### src/rtl/core/twli_ram.sv
`default_nettype none
module twli_ram #(
   parameter int Width = 32,
   parameter int Depth = 64
) (
   input  wire logic                     clock,
   input  wire logic                     wr_en,
   input  wire logic [$clog2(Depth)-1:0] wr_addr,
   input  wire logic [Width-1:0]         wr_data,
   input  wire logic [$clog2(Depth)-1:0] rd_addr,
   output logic      [Width-1:0]         rd_data
);
   logic [Width-1:0] mem [Depth];

   always_ff @(posedge clock) begin
      if (wr_en) begin
         mem[wr_addr] <= wr_data;
      end
      rd_data <= mem[rd_addr];
   end
endmodule
`default_nettype wire

### config.mk
export PLATFORM = sky130hd
export DESIGN_NAME = twli_ram
export DESIGN_NICKNAME = d
export VERILOG_FILES = /design/src/rtl/core/twli_ram.sv
export SDC_FILE = /design/constraint.sdc
export NUM_CORES = 2
export LEC_CHECK = 0
export BUFFER_PORTS_ARGS = -buffer_cell sky130_fd_sc_hd__buf_2
export CELL_PAD_IN_SITES_DETAIL_PLACEMENT = 2
export CELL_PAD_IN_SITES_GLOBAL_PLACEMENT = 2
export CORE_ASPECT_RATIO = 0.9
export CORE_MARGIN = 2
export CORE_UTILIZATION = 35
export CTS_CLUSTER_DIAMETER = 120
export CTS_CLUSTER_SIZE = 8
export DETAILED_ROUTE_END_ITERATION = 7
export PLACE_DENSITY_LB_ADDON = 0.1
export SLEW_MARGIN = 40
export SYNTH_ARGS = -nofsm -noshare
export SYNTH_HDL_FRONTEND = slang
export SYNTH_SLANG_ARGS = --single-unit
### constraint.sdc
create_clock -name clock -period 8.2 [get_ports clock]
set_clock_uncertainty 0.2 [all_clocks]
set_input_delay 1.64 -clock clock [delete_from_list [all_inputs] [get_ports clock]]
set_output_delay 1.64 -clock clock [all_outputs]
set_load 0.01 [all_outputs]
==> results.yml <==
layout:
  layout_commonest_cell: "sky130_fd_sc_hd__edfxtp_1"
  layout_common_cells: "sky130_fd_sc_hd__edfxtp_1, sky130_fd_sc_hd__mux4_2, sky130_fd_sc_hd__clkbuf_16"
  final_nets: 3710
  footprint_of_the_multi_input_gates_mm2: 0.01605
  drive_above_1_share_pct: 30.42
  syn_to_final_growth_pct: 17.63
  num-fill-cells: 20190
  final-seq-area_mm2: 0.06214
route:
  met3_wirelength_mm: 10.51
  drt-met1-wl_mm: 111.1
  wl_met2_mm: 115.8
  drt-wirelength-per-cell_um: 35.73
  viasPerCell: 5.560
  routed_wl_mm: 243.0
  drt_first_iter_violations: 3861
  route.antenna.remaining_nets: 0
  highest-signal-layer: "met5"
  number_of_detailed_routing_iterations_run_before_antenna_repair: 5
  vias: 37820
  drc_errors: 0
cts:
  cts.htree.levels: 5
  number_of_buffers_created_by_cts: 309
  clk_transition_reported_paths_ns: 0.05
  postCtsHoldBufs: 0
  cts_sinks: 2080
  cts_resized: 0
  cts_post_setup_buffers_inserted: 0
  cts_tree: "built"
  clk_path_buf_depth: 4
  ctsRootBufferMaster: "sky130_fd_sc_hd__clkbuf_16"
  worstSkewPairLatency_ns: 0.92
yosys:
  yosysTopAreaCell: "sky130_fd_sc_hd__edfxtp_1"
  synth.area.top_cells: "sky130_fd_sc_hd__edfxtp_1, sky130_fd_sc_hd__mux4_2, sky130_fd_sc_hd__mux2i_1"
  synthAdderAreaFrac_pct: 0
  synth-edff-count: 2048
  avgSynthCellArea_um2: 23.62
  synthMuxAreaShare_pct: 16.79
  synth_top_family_by_area: "multiplexers"
  mapped_cell_area_mm2: 0.07852
  number_of_different_library_cells_in_the_post_synthesis_netlist: 34
  area_fraction_in_compound_gates_after_synthesis_pct: 1.673
  ys_dominant_reg_cell: "sky130_fd_sc_hd__edfxtp_1"
  ys_async_sr_fraction_pct: 0
  synth.ff_latch_count: 2080
  synth_sequential_area_ratio_pct: 79.14
  simple_gate_share_of_the_synthesized_area_pct: 1.265
  synth_top_cell_area_share_pct: 78.33
  netlist_instances: 3324
  synth-warning-count: 0
  xor_xnor_share_of_the_synthesized_area_pct: 0
  mappedNetlistNets: 3370
run:
  max-cap-violations: 0
setup_path:
  worst-setup-path-type: "in2reg"
  cp-startpoint: "rd_addr[1]"
  timing.critical_path.from_type: "primary input"
  worst-endpoint-arrival_ns: 4.94
  rrSetupSlack_ns: 5.71
  endpoint_kind: "flip-flop"
  worstRegToRegCells: 5
  critical_path_peak_fanout: 73
  crit_required_ns: 8.75
  timing.rr.start: "mem[37][24]$_DFFE_PP_"
  reg2reg_to: "rd_data[24]$_DFF_P_"
  crit_end: "rd_data[16]$_DFF_P_"
run_status:
  run_status: "finished clean"
worst_hold_path:
  hold_path.class: "reg2reg"
sta:
  f_max_ghz: 0.2280
  slew_headroom_pct: 40.80
  layout_worst_path_cycle_share_pct: 53.48
  final_count_of_negative_setup_slack_endpoints: 0
  hold_viol_final: 0
  grt_setup_unrepaired: "no"
  setup_tns_ns: 0
  slew_violations: 0
  finalWorstPathRequiredPeriod_ns: 4.385
  max_slew.worst_pin.slew_ns: 0.8879
placement:
  dp_hpwl_mm: 133.4
  port_buffers: 77
  gp_routability_congestion: 0.7327
global_route:
  tot_gr_track_use_pct: 21.44
  maximum_number_of_pins_on_one_net_before_global_route_repair: 99
  grt_pass1_vias: 41240
  antenna_found_initial: 13
  grt_overflow: 0
  global_route_wire_length_before_repair_mm: 338.5
floorplan:
  top_level_ports: 78
  initial_core_util_pct: 35.30
  die-area_mm2: 0.2281
  die_y_um: 453.3
  fp.dieW_um: 503.3
  coreArea_mm2: 0.2224
  floorplan.rows: 164
power:
  total_leakage_power_uw: 0.02863
  power-per-cell-area_mw_per_mm2: 264.0
  totalPowerFinal_uw: 24390
  vdd.ir_drop.worst_uv: 200.3
layer usage:
metal	vias to the layer above	track usage (%)
met2	1045	33.95
met1	21440	31.21
met4	6	5.283
met3	373	3.177
li1	14950	-
met5	-	0
synthesized netlist by cell type, types with 3 or more instances:
library cell / n
sky130_fd_sc_hd__or3_1: 3
sky130_fd_sc_hd__edfxtp_1: 2048
sky130_fd_sc_hd__nand3_1: 5
sky130_fd_sc_hd__and3_1: 4
sky130_fd_sc_hd__o22ai_1: 84
sky130_fd_sc_hd__dfxtp_1: 32
sky130_fd_sc_hd__nor2b_1: 15
sky130_fd_sc_hd__a41o_1: 4
sky130_fd_sc_hd__clkbuf_1: 74
sky130_fd_sc_hd__nor2_1: 137
sky130_fd_sc_hd__nand2b_1: 8
sky130_fd_sc_hd__mux2i_1: 93
sky130_fd_sc_hd__o32ai_1: 4
sky130_fd_sc_hd__nor3_1: 7
sky130_fd_sc_hd__or3b_2: 3
sky130_fd_sc_hd__a21oi_1: 62
sky130_fd_sc_hd__nand3b_1: 5
sky130_fd_sc_hd__a311oi_1: 8
sky130_fd_sc_hd__nand2_1: 26
sky130_fd_sc_hd__a22oi_1: 12
sky130_fd_sc_hd__buf_2: 57
sky130_fd_sc_hd__buf_4: 25
sky130_fd_sc_hd__o221ai_1: 27
sky130_fd_sc_hd__buf_1: 21
sky130_fd_sc_hd__mux4_2: 544
sky130_fd_sc_hd__buf_6: 5
stage by stage:
| step | utilization [%] | worst slack, ns | cell area, um^2 | hold slack (ns) | std cells |
|---|---|---|---|---|---|
| 4_1_cts | 41.45 | 3.699 | 92190 | 0.5855 | 6791 |
| 6_report | 41.52 | 3.815 | 92360 | 0.5598 | 6801 |
| 2_1_floorplan | - | 3.200 | 78520 | 0.4632 | 3324 |
| 3_3_place_gp | 37.42 | 2.768 | 83230 | 0.5306 | 6317 |
| 5_1_grt | 41.52 | 3.713 | 92350 | 0.6298 | 6799 |
| 3_5_place_dp | 37.64 | 2.729 | 83720 | 0.5884 | 6334 |
power breakdown:
part	total, uW	switching [uW]	leakage, uW	internal, uW
logic	1090	701	0.00585	394
clock network	11400	4450	0.00408	6990
registers	11900	57.2	0.0187	11800
sequential cells by signal, summed over array words and instances, names as in the netlist:
name	cells
mem	2048
rd_data	32
cell families after synthesis:
logic type             count (synthesis)
buffers and inverters                182
muxes                                637
and+or+nand+nor                      223
AOI/OAI and AO/OA                    202
DFF                                 2080
worst max-delay path: stages:
cell and delay [ns]:
sky130_fd_sc_hd__buf_8 0.52, sky130_fd_sc_hd__buf_4 0.74, sky130_fd_sc_hd__buf_4 0.40, sky130_fd_sc_hd__mux4_2 0.35, sky130_fd_sc_hd__o22ai_1 0.38, sky130_fd_sc_hd__nor2_1 0.08, sky130_fd_sc_hd__a21oi_1 0.68, sky130_fd_sc_hd__nor2_1 0.09
layout make-up:
type | count | area share (%)
Antenna cell | 3 | 0.008129
Clock buffer | 454 | 9.146
Clock inverter | 3 | 0.02845
Multi-Input combinational cell | 1062 | 17.38
Sequential cell | 2080 | 67.28
Tap cell | 2988 | 4.048
Timing Repair Buffer | 211 | 2.108
worst min path at each step:
stage	start	depth (start not counted)	slack [ns]	to
2_1_floorplan	mem[12][17]$_DFFE_PP_	4	0.46	rd_data[17]$_DFF_P_
3_3_place_gp	mem[28][4]$_DFFE_PP_	4	0.53	rd_data[4]$_DFF_P_
3_5_place_dp	mem[13][4]$_DFFE_PP_	4	0.59	rd_data[4]$_DFF_P_
4_1_cts	mem[28][4]$_DFFE_PP_	4	0.59	rd_data[4]$_DFF_P_
5_1_grt	mem[13][4]$_DFFE_PP_	4	0.63	rd_data[4]$_DFF_P_
6_report	mem[13][4]$_DFFE_PP_	4	0.56	rd_data[4]$_DFF_P_
Note: power is estimated with default switching activity, not from simulation.
