### config.mk
export PLATFORM = sky130hd
export DESIGN_NAME = twli_div
export DESIGN_NICKNAME = d
export VERILOG_FILES = /design/src/rtl/core/twli_div.sv
export SDC_FILE = /design/constraint.sdc
export NUM_CORES = 1
export LEC_CHECK = 0
export BUFFER_PORTS_ARGS = -buffer_cell sky130_fd_sc_hd__buf_2
export CAP_MARGIN = 5
export CORE_ASPECT_RATIO = 1.75
export CORE_UTILIZATION = 50
export CTS_CLUSTER_SIZE = 16
export DETAILED_ROUTE_END_ITERATION = 8
export GPL_ROUTABILITY_DRIVEN = 0
export PLACE_DENSITY = 0.77
export RECOVER_POWER = 25
export SYNTH_ARGS = -nofsm -noshare
export SYNTH_HDL_FRONTEND = slang
export SYNTH_SLANG_ARGS = --single-unit
### constraint.sdc
create_clock -name clock -period 2.83 [get_ports clock]
set_input_delay 0.566 -clock clock [delete_from_list [all_inputs] [get_ports clock]]
set_output_delay 0.566 -clock clock [all_outputs]
set_load 0.05 [all_outputs]
### src/rtl/core/twli_div.sv
`default_nettype none
// Restoring divider: quotient of an unsigned numerator, one bit a cycle; the remainder is not output.
module twli_div #(
   parameter int NumWidth = 64,
   parameter int DenWidth = 32
) (
   input  wire logic                clock,
   input  wire logic                reset,
   input  wire logic                start,
   input  wire logic [NumWidth-1:0] num,
   input  wire logic [DenWidth-1:0] den,
   output logic                     done,
   output logic      [NumWidth-1:0] quot
);
   localparam int CntWidth = $clog2(NumWidth + 1);

   logic [NumWidth-1:0] q_ff, q_in;
   logic [DenWidth:0]   r_ff, r_in;
   logic [DenWidth-1:0] d_ff, d_in;
   logic [CntWidth-1:0] cnt_ff, cnt_in;
   logic                busy_ff, busy_in, done_ff, done_in;
   logic [DenWidth:0]   trial;

   always_comb begin
      q_in = q_ff;
      r_in = r_ff;
      d_in = d_ff;
      cnt_in = cnt_ff;
      busy_in = busy_ff;
      done_in = 1'b0;
      trial = {r_ff[DenWidth-1:0], q_ff[NumWidth-1]};
      if (start) begin
         q_in = num;
         r_in = '0;
         d_in = den;
         cnt_in = CntWidth'(NumWidth);
         busy_in = 1'b1;
      end else if (busy_ff) begin
         if (trial >= {1'b0, d_ff}) begin
            r_in = trial - {1'b0, d_ff};
            q_in = {q_ff[NumWidth-2:0], 1'b1};
         end else begin
            r_in = trial;
            q_in = {q_ff[NumWidth-2:0], 1'b0};
         end
         cnt_in = cnt_ff - 1'b1;
         if (cnt_ff == CntWidth'(1)) begin
            busy_in = 1'b0;
            done_in = 1'b1;
         end
      end
   end

   always_ff @(posedge clock) begin
      q_ff <= q_in;
      r_ff <= r_in;
      d_ff <= d_in;
      cnt_ff <= cnt_in;
      if (reset) begin
         busy_ff <= 1'b0;
         done_ff <= 1'b0;
      end else begin
         busy_ff <= busy_in;
         done_ff <= done_in;
      end
   end

   assign done = done_ff;
   assign quot = q_ff;
endmodule
`default_nettype wire

==> results of run 1 <==
-- area by class of cell --
class                   instances  area share (%)
clock buffers                  17            4.54
clock inverters                15            2.11
inverters                      42            1.68
multi-input cells             453            37.6
flip-flops and latches        137            39.6
well taps                     180            2.40
repair buffers                199            12.1
-- layer usage --
metal,track usage [%],part of all wire (%)
met5,0,0
met4,10.1,3.5
met3,5.70,4.6
met2,42.5,54
met1,24.4,38
-- state kept, by name, summed over array words and instances, names as in the netlist --
register  cells
cnt_ff        7
busy_ff       1
quot         64
d_ff         32
done          1
r_ff         32
-- how the worst max path moves through the flow --
stage                        start        to  slack, ns  cells after the start
after global placement    quot[63]  r_ff[30]      -0.03                     11
after CTS                 d_ff[18]   quot[0]       0.03                     10
final                     d_ff[19]   quot[0]       0.04                     10
after floorplan           quot[63]  r_ff[22]       0.01                     11
after global routing      d_ff[19]   r_ff[1]      -0.03                     11
after detailed placement  quot[63]  r_ff[30]      -0.06                     11
-- what timing repair did --
item                                    in CTS  in global routing
resized for setup                            2                 24
setup buffers                                0                  4
endpoints found under the setup margin       1                 30
pin swaps                                    0                 11
cloned                                       0                  2
hold buffers                                 0                  0
-- power groups by stage --
stage                     Sequential, mW  Combinational, mW  Clock [mW]
after floorplan                     2.85              0.887           0
after global placement              2.52               1.63           0
after detailed placement            2.52               1.65           0
after CTS                           2.49               1.66        2.37
after global routing                2.51               1.88        2.44
final                               2.49               1.75        2.32
-- stage by stage --
stage / worst slack, ns / area, um^2 / total power, mW / instances
after floorplan: 0.0122 / 7400 / 3.73 / 665
after global routing: -0.0285 / 9370 / 6.84 / 1043
after global placement: -0.0290 / 8540 / 4.15 / 1005
after CTS: 0.0259 / 9170 / 6.52 / 1037
final: 0.0414 / 9370 / 6.57 / 1043
after detailed placement: -0.0570 / 8540 / 4.18 / 1005
-- logic make-up after synthesis --
kind of cell	after synthesis	synth area share (%)
flip-flops	137	50.0
adder cells (fa/ha/maj)	35	6.02
AND/OR/NAND/NOR	163	10.6
buffers and inverters	75	4.18
AO/OA/AOI/OAI	135	12.4
XOR/XNOR	32	3.79
multiplexers	88	13.0
-- worst max-delay path: cells and delay by family, from the launching register on --
family                   cells  cell delay [ns]
flip-flops                   1             0.36
adder cells (fa/ha/maj)      1             0.29
buffers and inverters        2             0.23
AND/OR/NAND/NOR              2             0.48
AO/OA/AOI/OAI                4             0.92
multiplexers                 1             0.26
-- cells in the mapped netlist, drive strengths merged (8+ instances only) --
cell type  instances
edfxtp            96
mux2              64
nor2              59
dfxtp             41
inv               41
nand2             37
ha                34
a21oi             30
a211oi            27
mux2i             24
o21ai             24
clkbuf            21
xnor2             17
xor2              15
nand3             13
buf               12
nor3               9
a311oi             8
==> impl_metrics.toml, run 1 <==
[hold_path]
worstHoldEndpoint = "busy_ff"
whs_path_depth = 2
hp-start = "reset"
hp-class = "input pin to flop"

[grt]
grt_pass1_wl_um = 27300
antenna_found_initial = 0
track_usage_pct = 23.1
grt_max_degree = 68
grt_pass1_vias = 5900
overflow = 0

[drt]
drc = 0
wl_um = 17400
drt_iter0_drc = 322
wire_per_inst_um = 16.7
vias = 5855
viasPerCell = 5.61
first_pass_iters = 4
ant_nets = 0

[power]
comb_power_share_pct = 26.7
powerDensity_mw_per_mm2 = 701
p_seq_share_pct = 37.9
swShare_pct = 32.9
p_switching_mw = 2.16
p_leak_nw = 3.92
clkPwrFrac_pct = 35.4
p_int_mw = 4.41
vdd_drop_max_mv = 0.564

[setup_path]
endpoint_kind = "flop"
r2r_end = "quot[0]"
regToRegStartpoint = "d_ff[19]"
reg2reg_depth = 10
setup.worst_path.start_class = "flop"
crit_slowest_cell = "a221oi_2"
critical_path_arrival_ns = 2.96
max_stage_delay_ns = 0.39
crit_type = "flop to flop"
path_cells = "inv_1 > ha_1 > nand2_2 > o21ai_2 > or3b_1 > a221oi_2 > o31ai_4 > a31o_4 > buf_12 > mux2_2"
worstPathRequired_ns = 3.00
path_max_fanout = 6
rrSetupSlack_ns = 0.04

[status]
status = "complete, no violations"

[floorplanning]
coreArea_mm2 = 0.0144
ios = 164
rows = 58
die-width_um = 94.0
dieHeight_um = 163
initial_core_util_pct = 51.2
dieArea_mm2 = 0.0153

[cts]
cts_made_buffers = 17
path_clk_slew_ns = 0.07
clock_path_buffers = 2
clkLatencyLatePin_ns = 0.42
htree_levels = 4
cts-root-buf = "clkbuf_16"
clock_sinks = 137
cts_tree = "done"

[finish]
layout_commonest_cell = "buf_2"
fill_cells = 1099
fin_nets = 984
diodes = 0
multi_input_area_mm2 = 0.00352
drive_above_1_share_pct = 37.4
layout_common_cells = "buf_2 (161), edfxtp_1 (96), mux2_2 (64)"
final-seq-area_mm2 = 0.00370
final_core_util_pct = 64.9
area_growth_pct = 26.5

[timing]
setup_viol_count_final = 0
tightestPinTransition_ns = 1.21
finalSetupTns_ns = 0
drv_slew = 0
timing.fmax_ghz = 0.359
skew_ns = 0.00910
maxSlewHeadroom_pct = 19.0
period_minus_slack_ns = 2.79
grt_setup_unrepaired = "true"
fin_crit_sh_pct = 98.5
holdWs_ns = 0.307
hold_viol = 0

[logic_synthesis]
yosysWarnings = 0
synth_area_leader_cell = "edfxtp_1"
ys.flop_type = "edfxtp_1"
synth_nets = 799
netlist.area_leader.share_pct = 39.0
ys_types = 57
synth-edff-count = 96
synth.cell_area_mm2 = 0.00740
synth_area_per_cell_um2 = 11.1
synth_seq_cells = 137
async_flop_share_pct = 0
ys_top_cells_by_area = "edfxtp_1 (39%), dfxtp_1 (11%), mux2_2 (9.7%)"
synthCells = 665
synth-seq-area-share_pct = 50.0

[job]
maxCapViolations = 0

[placement]
hpwlAfterDp_um = 12600
portBuffers = 163
No activity file was read; power rests on OpenSTA's default activity.
==> run 2, diff against run 1 <==
CORE_UTILIZATION = 51   (was 50)
CTS_BUF_LIST = sky130_fd_sc_hd__clkbuf_8   (was not set)
PLACE_DENSITY = 0.79   (was 0.77)
==> impl_metrics.toml, run 2 (synthesized netlist as in run 1, its figures left out) <==
[floorplanning]
initial_core_util_pct = 52.7
dieHeight_um = 161
rows = 57
dieArea_mm2 = 0.0150
die-width_um = 93.1
ios = 164
coreArea_mm2 = 0.0140

[timing]
tightestPinTransition_ns = 0.526
holdWs_ns = 0.281
setup_viol_count_final = 0
maxSlewHeadroom_pct = 64.6
drv_slew = 0
grt_setup_unrepaired = "true"
fin_crit_sh_pct = 97.1
timing.fmax_ghz = 0.364
worst_slack_ns = 0.0834
skew_ns = 0.0119
hold_viol = 0
period_minus_slack_ns = 2.75

[cts]
cts-root-buf = "clkbuf_8"
clock_path_buffers = 2
cts_made_buffers = 17
htree_levels = 4
clkLatencyLatePin_ns = 0.45
cts_tree = "done"
clock_sinks = 137
path_clk_slew_ns = 0.09

[grt]
grt_use_met1_pct = 24.7
overflow = 0
grt_pass1_wl_um = 27800
grt_max_degree = 71
track_usage_pct = 23.7
grtUsageMet2_pct = 43.8
antenna_found_initial = 0
grt_pass1_vias = 6031
use_met3_pct = 5.65
grt.busiest_layer = "met2"

[drt]
wl_um = 17400
drc = 0
vias = 5878
first_pass_iters = 5
viasPerCell = 5.67
drt_iter0_drc = 283
wire_per_inst_um = 16.8
ant_nets = 0

[setup_path]
cp_top_family = "compound AO/OA/AOI/OAI gates"
max_stage_delay_ns = 0.43
crit_buf_inv = 0
crit_type = "flop to flop"
path_cells = "ha_1 > fa_2 > nor2b_2 > o31a_1 > o21ai_1 > o21ai_2 > o21ai_4 > and4b_1 > o31ai_2 > a311oi_1"
setup.worst_path.start_class = "flop"
worstPathRequired_ns = 3.14
endpoint_kind = "flop"
path_max_fanout = 4
crit_slowest_cell = "edfxtp_1"
critical_path_arrival_ns = 3.06

[placement]
placed_cell_area_mm2 = 0.00853
dp_cells = 1000
portBuffers = 163
hpwlAfterDp_um = 12900
place_ws_ns = -0.159

[finish]
diodes = 0
fin_nets = 980
area_growth_pct = 22.0
finalNonFillerCells = 1036
largest_reg_flops = 64
drive_above_1_share_pct = 36.6
design_area_mm2 = 0.00903
layout_commonest_cell = "buf_2"
layout_common_cells = "buf_2 (162), edfxtp_1 (96), mux2_2 (64)"

[hold_path]
hp-class = "input pin to flop"

[job]
maxCapViolations = 0

[power]
p_total_mw = 5.72
vdd_drop_max_mv = 0.390
p_leak_nw = 3.78
powerDensity_mw_per_mm2 = 633

[status]
status = "complete, no violations"
run 2: repair_timing:
action                     CTS  global route
setup endpoints to repair    2            32
hold buffers                 0             0
gates resized for setup      3            20
buffers inserted             0             4
pin swaps                    1            12
run 2: stage by stage:
stage          util, %  setup TNS, ns
4_1_cts           63.4              0
3_5_place_dp      60.7         -0.190
2_1_floorplan        -              0
3_3_place_gp      60.7         -0.168
6_report          64.3              0
5_1_grt           64.3        -0.0722
run 2: report_power, final:
| part | total (mW) | switching, mW | internal [mW] |
|---|---|---|---|
| clock network | 1.51 | 0.875 | 0.640 |
| logic | 1.72 | 1.06 | 0.656 |
| registers | 2.49 | 0.118 | 2.37 |
| total | 5.72 | 2.05 | 3.67 |
run 2: area by class of cell:
| cell class | count | area (um^2) |
|---|---|---|
| inverters | 42 | 158 |
| repair buffers | 195 | 1100 |
| clock inverters | 15 | 140 |
| clock buffers | 17 | 234 |
| fillers | 1081 | 5020 |
| multi-input cells | 453 | 3470 |
| well taps | 177 | 221 |
| flip-flops and latches | 137 | 3700 |
run 2: metal layers:
layer / routed length (um) / up-vias
li1: - / 2820
met1: 6350 / 2798
met2: 9560 / 210
met3: 933 / 50
met4: 538 / 0
met5: 0 / -
run 2: path summary, 6_finish.rpt:
kind	from	end	slack, ns	cells past startpoint
min	reset	busy_ff	0.28	2
max	d_ff[0]	r_ff[30]	0.08	10
max reg2reg	d_ff[0]	r_ff[30]	0.08	10
min reg2reg	cnt_ff[6]	cnt_ff[6]	0.50	2
